**src/sv/drs_pkg.sv**
```systemverilog
// Shared widths, opcodes and result status codes of the DMA range splitter.
package drs_pkg;

  localparam int unsigned NumAreas = 16;
  localparam int unsigned IdxW     = (NumAreas > 1) ? $clog2(NumAreas) : 1;
  localparam int unsigned CntW     = $clog2(NumAreas + 1);

  localparam int unsigned AddrW    = 64;
  localparam int unsigned OffW     = 40;
  localparam int unsigned LenW     = 32;
  localparam int unsigned ChunkW   = 27;
  localparam int unsigned StatusW  = 3;
  localparam int unsigned OpW      = 2;

  localparam logic [LenW-1:0] MaxChunk = LenW'(128 * (1 << 20) - 4);

  localparam logic [OpW-1:0] OpClear  = 2'd0;
  localparam logic [OpW-1:0] OpAppend = 2'd1;
  localparam logic [OpW-1:0] OpSplit  = 2'd2;

  localparam logic [StatusW-1:0] StsChunk      = 3'd0;
  localparam logic [StatusW-1:0] StsTableOk    = 3'd1;
  localparam logic [StatusW-1:0] StsMisaligned = 3'd2;
  localparam logic [StatusW-1:0] StsUnmapped   = 3'd3;
  localparam logic [StatusW-1:0] StsBeyond     = 3'd4;
  localparam logic [StatusW-1:0] StsFull       = 3'd5;

endpackage

```
**src/sv/dma_range_splitter_core.sv**
```systemverilog
// Steps: clear and append go straight to the result; a split searches the table, checks the
// first piece, walks the following areas, loads the start addresses, then issues chunks.
// The area table entry read and one compare/subtract unit set each step.
// Throughput: one item at a time; the next item is taken once the last result is issued.
// Reset: control state, area count, next start and local_base clear; table entries do not.
module dma_range_splitter_core (
  input  logic                          clk_i,
  input  logic                          rst_ni,
  input  logic                          cfg_we_i,
  input  logic [drs_pkg::AddrW-1:0]     cfg_wdata_i,
  input  logic                          in_valid_i,
  output logic                          in_ready_o,
  input  logic [drs_pkg::OpW-1:0]       opcode_i,
  input  logic                          direction_i,
  input  logic [drs_pkg::AddrW-1:0]     area_address_i,
  input  logic [drs_pkg::OffW-1:0]      area_length_i,
  input  logic [drs_pkg::OffW-1:0]      device_offset_i,
  input  logic [drs_pkg::OffW-1:0]      local_offset_i,
  input  logic [drs_pkg::LenW-1:0]      transfer_length_i,
  output logic                          out_valid_o,
  input  logic                          out_ready_i,
  output logic [drs_pkg::AddrW-1:0]     source_address_o,
  output logic [drs_pkg::AddrW-1:0]     dest_address_o,
  output logic [drs_pkg::ChunkW-1:0]    chunk_bytes_o,
  output logic [drs_pkg::StatusW-1:0]   status_o,
  output logic                          last_o
);
  import drs_pkg::*;

  typedef enum logic [2:0] {
    StIdle, StSearch, StFirst, StWalk, StLoad, StEmit, StNext, StResp
  } state_e;

  state_e state_q, state_d;

  logic [OffW-1:0]  start_mem [NumAreas];
  logic [OffW-1:0]  len_mem   [NumAreas];
  logic [AddrW-1:0] addr_mem  [NumAreas];
  logic             tbl_we;

  logic [CntW-1:0]    count_q, count_d, idx_q, idx_d;
  logic [IdxW-1:0]    start_idx_q, start_idx_d;
  logic [OffW-1:0]    next_start_q, next_start_d;
  logic [AddrW-1:0]   local_base_q;
  logic               dir_q, dir_d;
  logic [OffW-1:0]    dev_off_q, dev_off_d, loc_off_q, loc_off_d, in_off_q, in_off_d;
  logic [LenW-1:0]    length_q, length_d, plen0_q, plen0_d, rem_q, rem_d, n_q, n_d;
  logic [AddrW-1:0]   dev_q, dev_d, loc_q, loc_d;
  logic [StatusW-1:0] resp_q, resp_d;

  logic               out_valid_q, out_valid_d, out_last_q, out_last_d;
  logic [AddrW-1:0]   out_src_q, out_src_d, out_dst_q, out_dst_d;
  logic [ChunkW-1:0]  out_bytes_q, out_bytes_d;
  logic [StatusW-1:0] out_status_q, out_status_d;

  logic [IdxW-1:0]  rd_idx;
  logic [OffW-1:0]  rd_start, rd_len, avail;
  logic [AddrW-1:0] rd_addr;
  logic             out_free, hit, fits;
  logic [LenW-1:0]  plen, rem_first, take, chunk;
  logic [1:0]       dev_lo, loc_lo;

  assign rd_idx   = idx_q[IdxW-1:0];
  assign rd_start = start_mem[rd_idx];
  assign rd_len   = len_mem[rd_idx];
  assign rd_addr  = addr_mem[rd_idx];
  assign out_free = !out_valid_q || out_ready_i;

  assign in_ready_o = (state_q == StIdle);

  // Shared compare/subtract datapath, reused by the search, check, walk and emit steps.
  always_comb begin
    hit = (rd_start <= dev_off_q) &&
          ({1'b0, dev_off_q} < ({1'b0, rd_start} + {1'b0, rd_len}));
    avail     = rd_len - in_off_q;
    fits      = ({{(OffW-LenW){1'b0}}, length_q} <= avail);
    plen      = fits ? length_q : avail[LenW-1:0];
    rem_first = fits ? '0 : (length_q - avail[LenW-1:0]);
    dev_lo    = rd_addr[1:0] + in_off_q[1:0];
    loc_lo    = local_base_q[1:0] + loc_off_q[1:0];
    take      = ({{(OffW-LenW){1'b0}}, rem_q} <= rd_len) ? rem_q : rd_len[LenW-1:0];
    chunk     = (n_q < MaxChunk) ? n_q : MaxChunk;
  end

  always_comb begin
    state_d      = state_q;
    count_d      = count_q;
    idx_d        = idx_q;
    start_idx_d  = start_idx_q;
    next_start_d = next_start_q;
    dir_d        = dir_q;
    dev_off_d    = dev_off_q;
    loc_off_d    = loc_off_q;
    in_off_d     = in_off_q;
    length_d     = length_q;
    plen0_d      = plen0_q;
    rem_d        = rem_q;
    n_d          = n_q;
    dev_d        = dev_q;
    loc_d        = loc_q;
    resp_d       = resp_q;
    tbl_we       = 1'b0;
    out_valid_d  = out_valid_q && !out_ready_i;
    out_src_d    = out_src_q;
    out_dst_d    = out_dst_q;
    out_bytes_d  = out_bytes_q;
    out_status_d = out_status_q;
    out_last_d   = out_last_q;

    unique case (state_q)
      StIdle: begin
        if (in_valid_i) begin
          dir_d     = direction_i;
          dev_off_d = device_offset_i;
          loc_off_d = local_offset_i;
          length_d  = transfer_length_i;
          unique case (opcode_i)
            OpClear: begin
              count_d      = '0;
              next_start_d = '0;
              resp_d       = StsTableOk;
              state_d      = StResp;
            end
            OpAppend: begin
              if (count_q >= CntW'(NumAreas)) begin
                resp_d = StsFull;
              end else begin
                tbl_we       = 1'b1;
                count_d      = count_q + 1'b1;
                next_start_d = next_start_q + area_length_i;
                resp_d       = StsTableOk;
              end
              state_d = StResp;
            end
            OpSplit: begin
              if (transfer_length_i == '0) begin
                resp_d  = StsChunk;
                state_d = StResp;
              end else begin
                idx_d   = '0;
                state_d = StSearch;
              end
            end
            default: ;  // unused opcode: drop the item
          endcase
        end
      end
      StSearch: begin
        if (idx_q == count_q) begin
          resp_d  = StsUnmapped;
          state_d = StResp;
        end else if (hit) begin
          start_idx_d = rd_idx;
          in_off_d    = dev_off_q - rd_start;
          state_d     = StFirst;
        end else begin
          idx_d = idx_q + 1'b1;
        end
      end
      StFirst: begin
        plen0_d = plen;
        rem_d   = rem_first;
        if (dev_lo != 2'd0 || loc_lo != 2'd0 || plen[1:0] != 2'd0) begin
          resp_d  = StsMisaligned;
          state_d = StResp;
        end else if (rem_first == '0) begin
          state_d = StLoad;
        end else begin
          idx_d   = idx_q + 1'b1;
          state_d = StWalk;
        end
      end
      StWalk: begin
        if (idx_q >= count_q) begin
          resp_d  = StsBeyond;
          state_d = StResp;
        end else if (rd_addr[1:0] != 2'd0 || take[1:0] != 2'd0) begin
          resp_d  = StsMisaligned;
          state_d = StResp;
        end else if (take == rem_q) begin
          idx_d   = CntW'(start_idx_q);
          state_d = StLoad;
        end else begin
          rem_d = rem_q - take;
          idx_d = idx_q + 1'b1;
        end
      end
      StLoad: begin
        dev_d   = rd_addr + AddrW'(in_off_q);
        loc_d   = local_base_q + AddrW'(loc_off_q);
        n_d     = plen0_q;
        rem_d   = length_q;
        state_d = StEmit;
      end
      StEmit: begin
        if (n_q == '0) begin
          // piece used up: advance to the next area
          idx_d   = idx_q + 1'b1;
          state_d = StNext;
        end else if (out_free) begin
          out_valid_d  = 1'b1;
          out_src_d    = dir_q ? loc_q : dev_q;
          out_dst_d    = dir_q ? dev_q : loc_q;
          out_bytes_d  = chunk[ChunkW-1:0];
          out_status_d = StsChunk;
          out_last_d   = (chunk == rem_q);
          dev_d        = dev_q + AddrW'(chunk);
          loc_d        = loc_q + AddrW'(chunk);
          n_d          = n_q - chunk;
          rem_d        = rem_q - chunk;
          if (chunk == rem_q) begin
            state_d = StIdle;
          end
        end
      end
      StNext: begin
        dev_d   = rd_addr;
        n_d     = take;
        state_d = StEmit;
      end
      StResp: begin
        if (out_free) begin
          out_valid_d  = 1'b1;
          out_src_d    = '0;
          out_dst_d    = '0;
          out_bytes_d  = '0;
          out_status_d = resp_q;
          out_last_d   = 1'b1;
          state_d      = StIdle;
        end
      end
      default: state_d = StIdle;
    endcase
  end

  always_ff @(posedge clk_i or negedge rst_ni) begin
    if (!rst_ni) begin
      state_q      <= StIdle;
      count_q      <= '0;
      next_start_q <= '0;
      local_base_q <= '0;
      out_valid_q  <= 1'b0;
      idx_q        <= '0;
    end else begin
      state_q      <= state_d;
      count_q      <= count_d;
      next_start_q <= next_start_d;
      if (cfg_we_i) begin
        local_base_q <= cfg_wdata_i;
      end
      out_valid_q  <= out_valid_d;
      idx_q        <= idx_d;
    end
  end

  always_ff @(posedge clk_i) begin
    start_idx_q  <= start_idx_d;
    dir_q        <= dir_d;
    dev_off_q    <= dev_off_d;
    loc_off_q    <= loc_off_d;
    in_off_q     <= in_off_d;
    length_q     <= length_d;
    plen0_q      <= plen0_d;
    rem_q        <= rem_d;
    n_q          <= n_d;
    dev_q        <= dev_d;
    loc_q        <= loc_d;
    resp_q       <= resp_d;
    out_src_q    <= out_src_d;
    out_dst_q    <= out_dst_d;
    out_bytes_q  <= out_bytes_d;
    out_status_q <= out_status_d;
    out_last_q   <= out_last_d;
  end

  always_ff @(posedge clk_i) begin
    if (tbl_we) begin
      start_mem[count_q[IdxW-1:0]] <= next_start_q;
      len_mem[count_q[IdxW-1:0]]   <= area_length_i;
      addr_mem[count_q[IdxW-1:0]]  <= area_address_i;
    end
  end

  assign out_valid_o      = out_valid_q;
  assign source_address_o = out_src_q;
  assign dest_address_o   = out_dst_q;
  assign chunk_bytes_o    = out_bytes_q;
  assign status_o         = out_status_q;
  assign last_o           = out_last_q;

  a_count_bound: assert property (@(posedge clk_i) disable iff (!rst_ni)
    count_q <= CntW'(NumAreas))
    else $error("area count exceeds table depth");

  a_non_chunk_final: assert property (@(posedge clk_i) disable iff (!rst_ni)
    out_valid_o && status_o != StsChunk |-> last_o && chunk_bytes_o == '0)
    else $error("non-chunk result not final or carries bytes");

  a_mid_chunk_nonzero: assert property (@(posedge clk_i) disable iff (!rst_ni)
    out_valid_o && !last_o |-> status_o == StsChunk && chunk_bytes_o != '0)
    else $error("non-final result is not a real chunk");

  a_busy_not_ready: assert property (@(posedge clk_i) disable iff (!rst_ni)
    state_q == StEmit |-> !in_ready_o)
    else $error("input taken while chunks are being issued");

endmodule

```
**config.mk**
```make
export PLATFORM = sky130hd
export DESIGN_NAME = dma_range_splitter_core
export DESIGN_NICKNAME = d
export VERILOG_FILES = /design/src/sv/drs_pkg.sv /design/src/sv/dma_range_splitter_core.sv
export SDC_FILE = /design/constraint.sdc
export NUM_CORES = 2
export LEC_CHECK = 0
export ABC_CLOCK_PERIOD_IN_PS = 16500
export BUFFER_PORTS_ARGS = -buffer_cell sky130_fd_sc_hd__buf_2
export CAP_MARGIN = 15
export CORE_MARGIN = 10
export CORE_UTILIZATION = 35
export CTS_CLUSTER_DIAMETER = 80
export DETAILED_ROUTE_END_ITERATION = 10
export PLACE_DENSITY = 0.53
export REMOVE_ABC_BUFFERS = 1
export SKIP_CTS_REPAIR_TIMING = 1
export SLEW_MARGIN = 20
export SYNTH_ARGS = -nofsm -noshare
export SYNTH_HDL_FRONTEND = slang
export SYNTH_SLANG_ARGS = --single-unit
```
**constraint.sdc**
```tcl
create_clock -name clk_i -period 16.5 [get_ports clk_i]
set_input_delay 3.3 -clock clk_i [delete_from_list [all_inputs] [get_ports clk_i]]
set_output_delay 3.3 -clock clk_i [all_outputs]
set_load 0.01 [all_outputs]
```
==> flow_metrics.env <==
export IMPL_required_ps=17260
export IMPL_r2r_slack_ps=5570
export IMPL_h_tree_depth=5
export IMPL_fin_area_sq_mm=0.1594
export IMPL_cts_sinks=2965
export IMPL_ant_nets=0
export IMPL_power_density_mw_per_mm2=229.7
export IMPL_finish_utilization=0.4000
export IMPL_portBuffers=448
export IMPL_avgSynthCellArea_sq_um=14.61
export IMPL_path_max_fanout=93
export IMPL_min_to="local_base_q[38]"
export IMPL_dp_hpwl_um=312900
export IMPL_status="complete, no violations"
export IMPL_max_clock_freq_mhz=91.48
export IMPL_clock_root_buffer="clkbuf_16"
export IMPL_fillCellCount=36780
export IMPL_post_drt_wl_per_cell_um=29.80
export IMPL_antenna_found_initial=68
export IMPL_cts_buffer_depth=4
export IMPL_track_usage=0.2113
export IMPL_drive_gt1_frac=0.1537
export IMPL_grt_overflow=0
export IMPL_cpPeakStageDelay_ps=920
export IMPL_drv_slew=0
export IMPL_yosysSeqAreaShare=0.6326
export IMPL_r2r_start="idx_q[0]"
export IMPL_routed_wirelength_um=467700
export IMPL_min_from="local_base_q[38]"
export IMPL_hp_class="flip-flop to flip-flop"
export IMPL_finalCritPeriodShare=0.6625
export IMPL_die_h_um=652.1
export IMPL_path_clk_slew_ps=60
export IMPL_pwr_share_clk=0.203
export IMPL_die_w_um=652.1
export IMPL_start_util=0.3508
export IMPL_ys_warn_count=0
export IMPL_yosys_most_used_dff="edfxtp_1"
export IMPL_final_common_cell="edfxtp_1"
export IMPL_startpoint_type="flip-flop"
export IMPL_finalSetupViolCount=0
export IMPL_ys_types=101
export IMPL_clock_latency_ps=970
export IMPL_switchingPower_mw=16.02
export IMPL_relSlewSlack=0.2690
export IMPL_finalHoldViolCount=0
export IMPL_grt_pass1_wl_um=659000
export IMPL_grt_pass1_vias=87760
export IMPL_cpMaxStageDelayCell="dfrtp_4"
export IMPL_grt_max_degree=111
export IMPL_cts_made_buffers=336
export IMPL_drtIter0Drc=9027
export IMPL_crit_type="flip-flop to flip-flop"
export IMPL_rr_worst_depth=26
export IMPL_area_growth_pct=14.00
export IMPL_drv_cap=0
export IMPL_core_area_sq_mm=0.3986
export IMPL_swShare=0.4375
export IMPL_tightest_slew_ps=1096
export IMPL_r2r_end="rem_q[23]"
export IMPL_vias_per_cell=5.663
export IMPL_cts_tree="done"
export IMPL_cp_end_kind="flip-flop"
export IMPL_ys_async_sr_fraction=0.03980
export IMPL_drc=0
export IMPL_rsz0062_at_grt="no"
export IMPL_pwr_share_seq=0.285
export IMPL_row_count=232
export IMPL_first_pass_iters=8
export IMPL_dieArea_sq_mm=0.4252
export IMPL_ios=449
export IMPL_power_leakage_nw=56.72
export IMPL_syn_instance_count=9573
export IMPL_pwr_share_comb=0.512
export IMPL_holdPathStages=1
export IMPL_vias=88870
export IMPL_fin_setup_tns_ps=0
export IMPL_synth_edf_count=2847
export IMPL_place_area_sq_mm=0.1484
export IMPL_arrival_ps=11690
export IMPL_nNetsFinal=10920
export IMPL_final_cell_mix="edfxtp_1, mux2i_1, nand2_1, ha_1, o21ai_0"
export IMPL_intPower_mw=20.59
export IMPL_gp_congestion=0.9167
export IMPL_ir_drop_uv=176.5
export IMPL_syn_cell_area_sq_mm=0.1398
export IMPL_synth_seq_cells=2965
export IMPL_skew_ps=106.2
export IMPL_final_min_clock_period_ps=10930
stage by stage:
stage	setup WS [ps]	instances	power [mW]	hold slack, ps
finish	5569	15690	36.61	515.3
CTS	5585	15680	36.55	519.2
global placement	5401	15060	28.95	503.5
global route	4892	15680	38.66	529.5
detailed placement	5652	15060	29.01	503.5
floorplan	-21410	9181	23.61	487.4
power groups by stage:
stage                     logic (mW)  clock network, mW  registers, mW
after detailed placement        18.5                  0           10.5
final                           18.8               7.43           10.4
after global placement          18.4                  0           10.5
after floorplan                 13.1                  0           10.5
after global routing            20.3               7.88           10.5
after CTS                       18.6               7.58           10.4
cells by family (layout without fill, tap and decap cells):
group | count (synthesis) | after routing | synth area share
flops | 2965 | 2965 | 0.6326
compound gates | 2145 | 2145 | 0.1035
simple gates | 1709 | 1709 | 0.05816
mux | 1116 | 1116 | 0.1105
buf+inv | 687 | 1511 | 0.02199
fa+ha+maj | 494 | 494 | 0.04480
xor+xnor | 455 | 455 | 0.02850
other cells | 2 | 32 | 0.00005371
critical path, delay by kind of cell (launching register included):
family                   cells  cell delay (ps)
buffers and inverters        5             2760
AO/OA/AOI/OAI               10             3030
multiplexers                 3             1660
adder cells (fa/ha/maj)      2              450
AND/OR/NAND/NOR              5             1300
XOR/XNOR                     1              240
flip-flops                   1              920
how the worst max path moves through the flow:
stage                     startpoint      endpoint  slack (ps)
after floorplan             idx_q[0]      rem_q[0]      -21410
after global placement      idx_q[2]  in_off_q[36]        5400
final                       idx_q[0]     rem_q[23]        5570
after CTS                   idx_q[0]     rem_q[23]        5580
after detailed placement    idx_q[0]     rem_q[23]        5650
after global routing        idx_q[0]     rem_q[23]        4890
registers in the layout, indices dropped and copies added, names as in the netlist, 40 cells and up:
name              count
addr_mem           1024
dest_address_o       64
dev_off_q            40
dev_q                64
in_off_q             40
len_mem             640
loc_off_q            40
loc_q                64
local_base_q         64
next_start_q         40
source_address_o     64
start_mem           640
metal layers:
metal	part of all wire	GRT usage
met1	0.43	0.2878
met2	0.47	0.3468
met5	0.00027	0
met4	0.039	0.07229
met3	0.060	0.03023
cells in the mapped netlist, drive strengths merged (118+ instances only):
| library cell | count | share of area |
|---|---|---|
| edfxtp | 2847 | 0.61 |
| mux2i | 709 | 0.051 |
| nand2 | 499 | 0.013 |
| ha | 483 | 0.043 |
| o21ai | 476 | 0.017 |
| nor2 | 475 | 0.013 |
| a21oi | 446 | 0.016 |
| mux4 | 334 | 0.054 |
| inv | 279 | 0.0075 |
| a221oi | 269 | 0.017 |
| xnor2 | 263 | 0.016 |
| clkbuf | 252 | 0.0068 |
| a21o | 244 | 0.013 |
| xor2 | 192 | 0.012 |
| a22oi | 172 | 0.0092 |
| buf | 154 | 0.0077 |
| nand3 | 119 | 0.0043 |
| dfrtp | 118 | 0.021 |
cell type report:
| type | instances | area, sq um | area share |
|---|---|---|---|
| flip-flops and latches | 2965 | 88460 | 0.5550 |
| multi-input cells | 5935 | 48600 | 0.3049 |
| clock buffers | 422 | 8835 | 0.05542 |
| well taps | 5265 | 6588 | 0.04133 |
| repair buffers | 616 | 3735 | 0.02343 |
| clock inverters | 192 | 2082 | 0.01306 |
| inverters | 281 | 1065 | 0.006680 |
| diodes | 16 | 40.04 | 0.0002512 |
(Power assumes the default switching activity.)
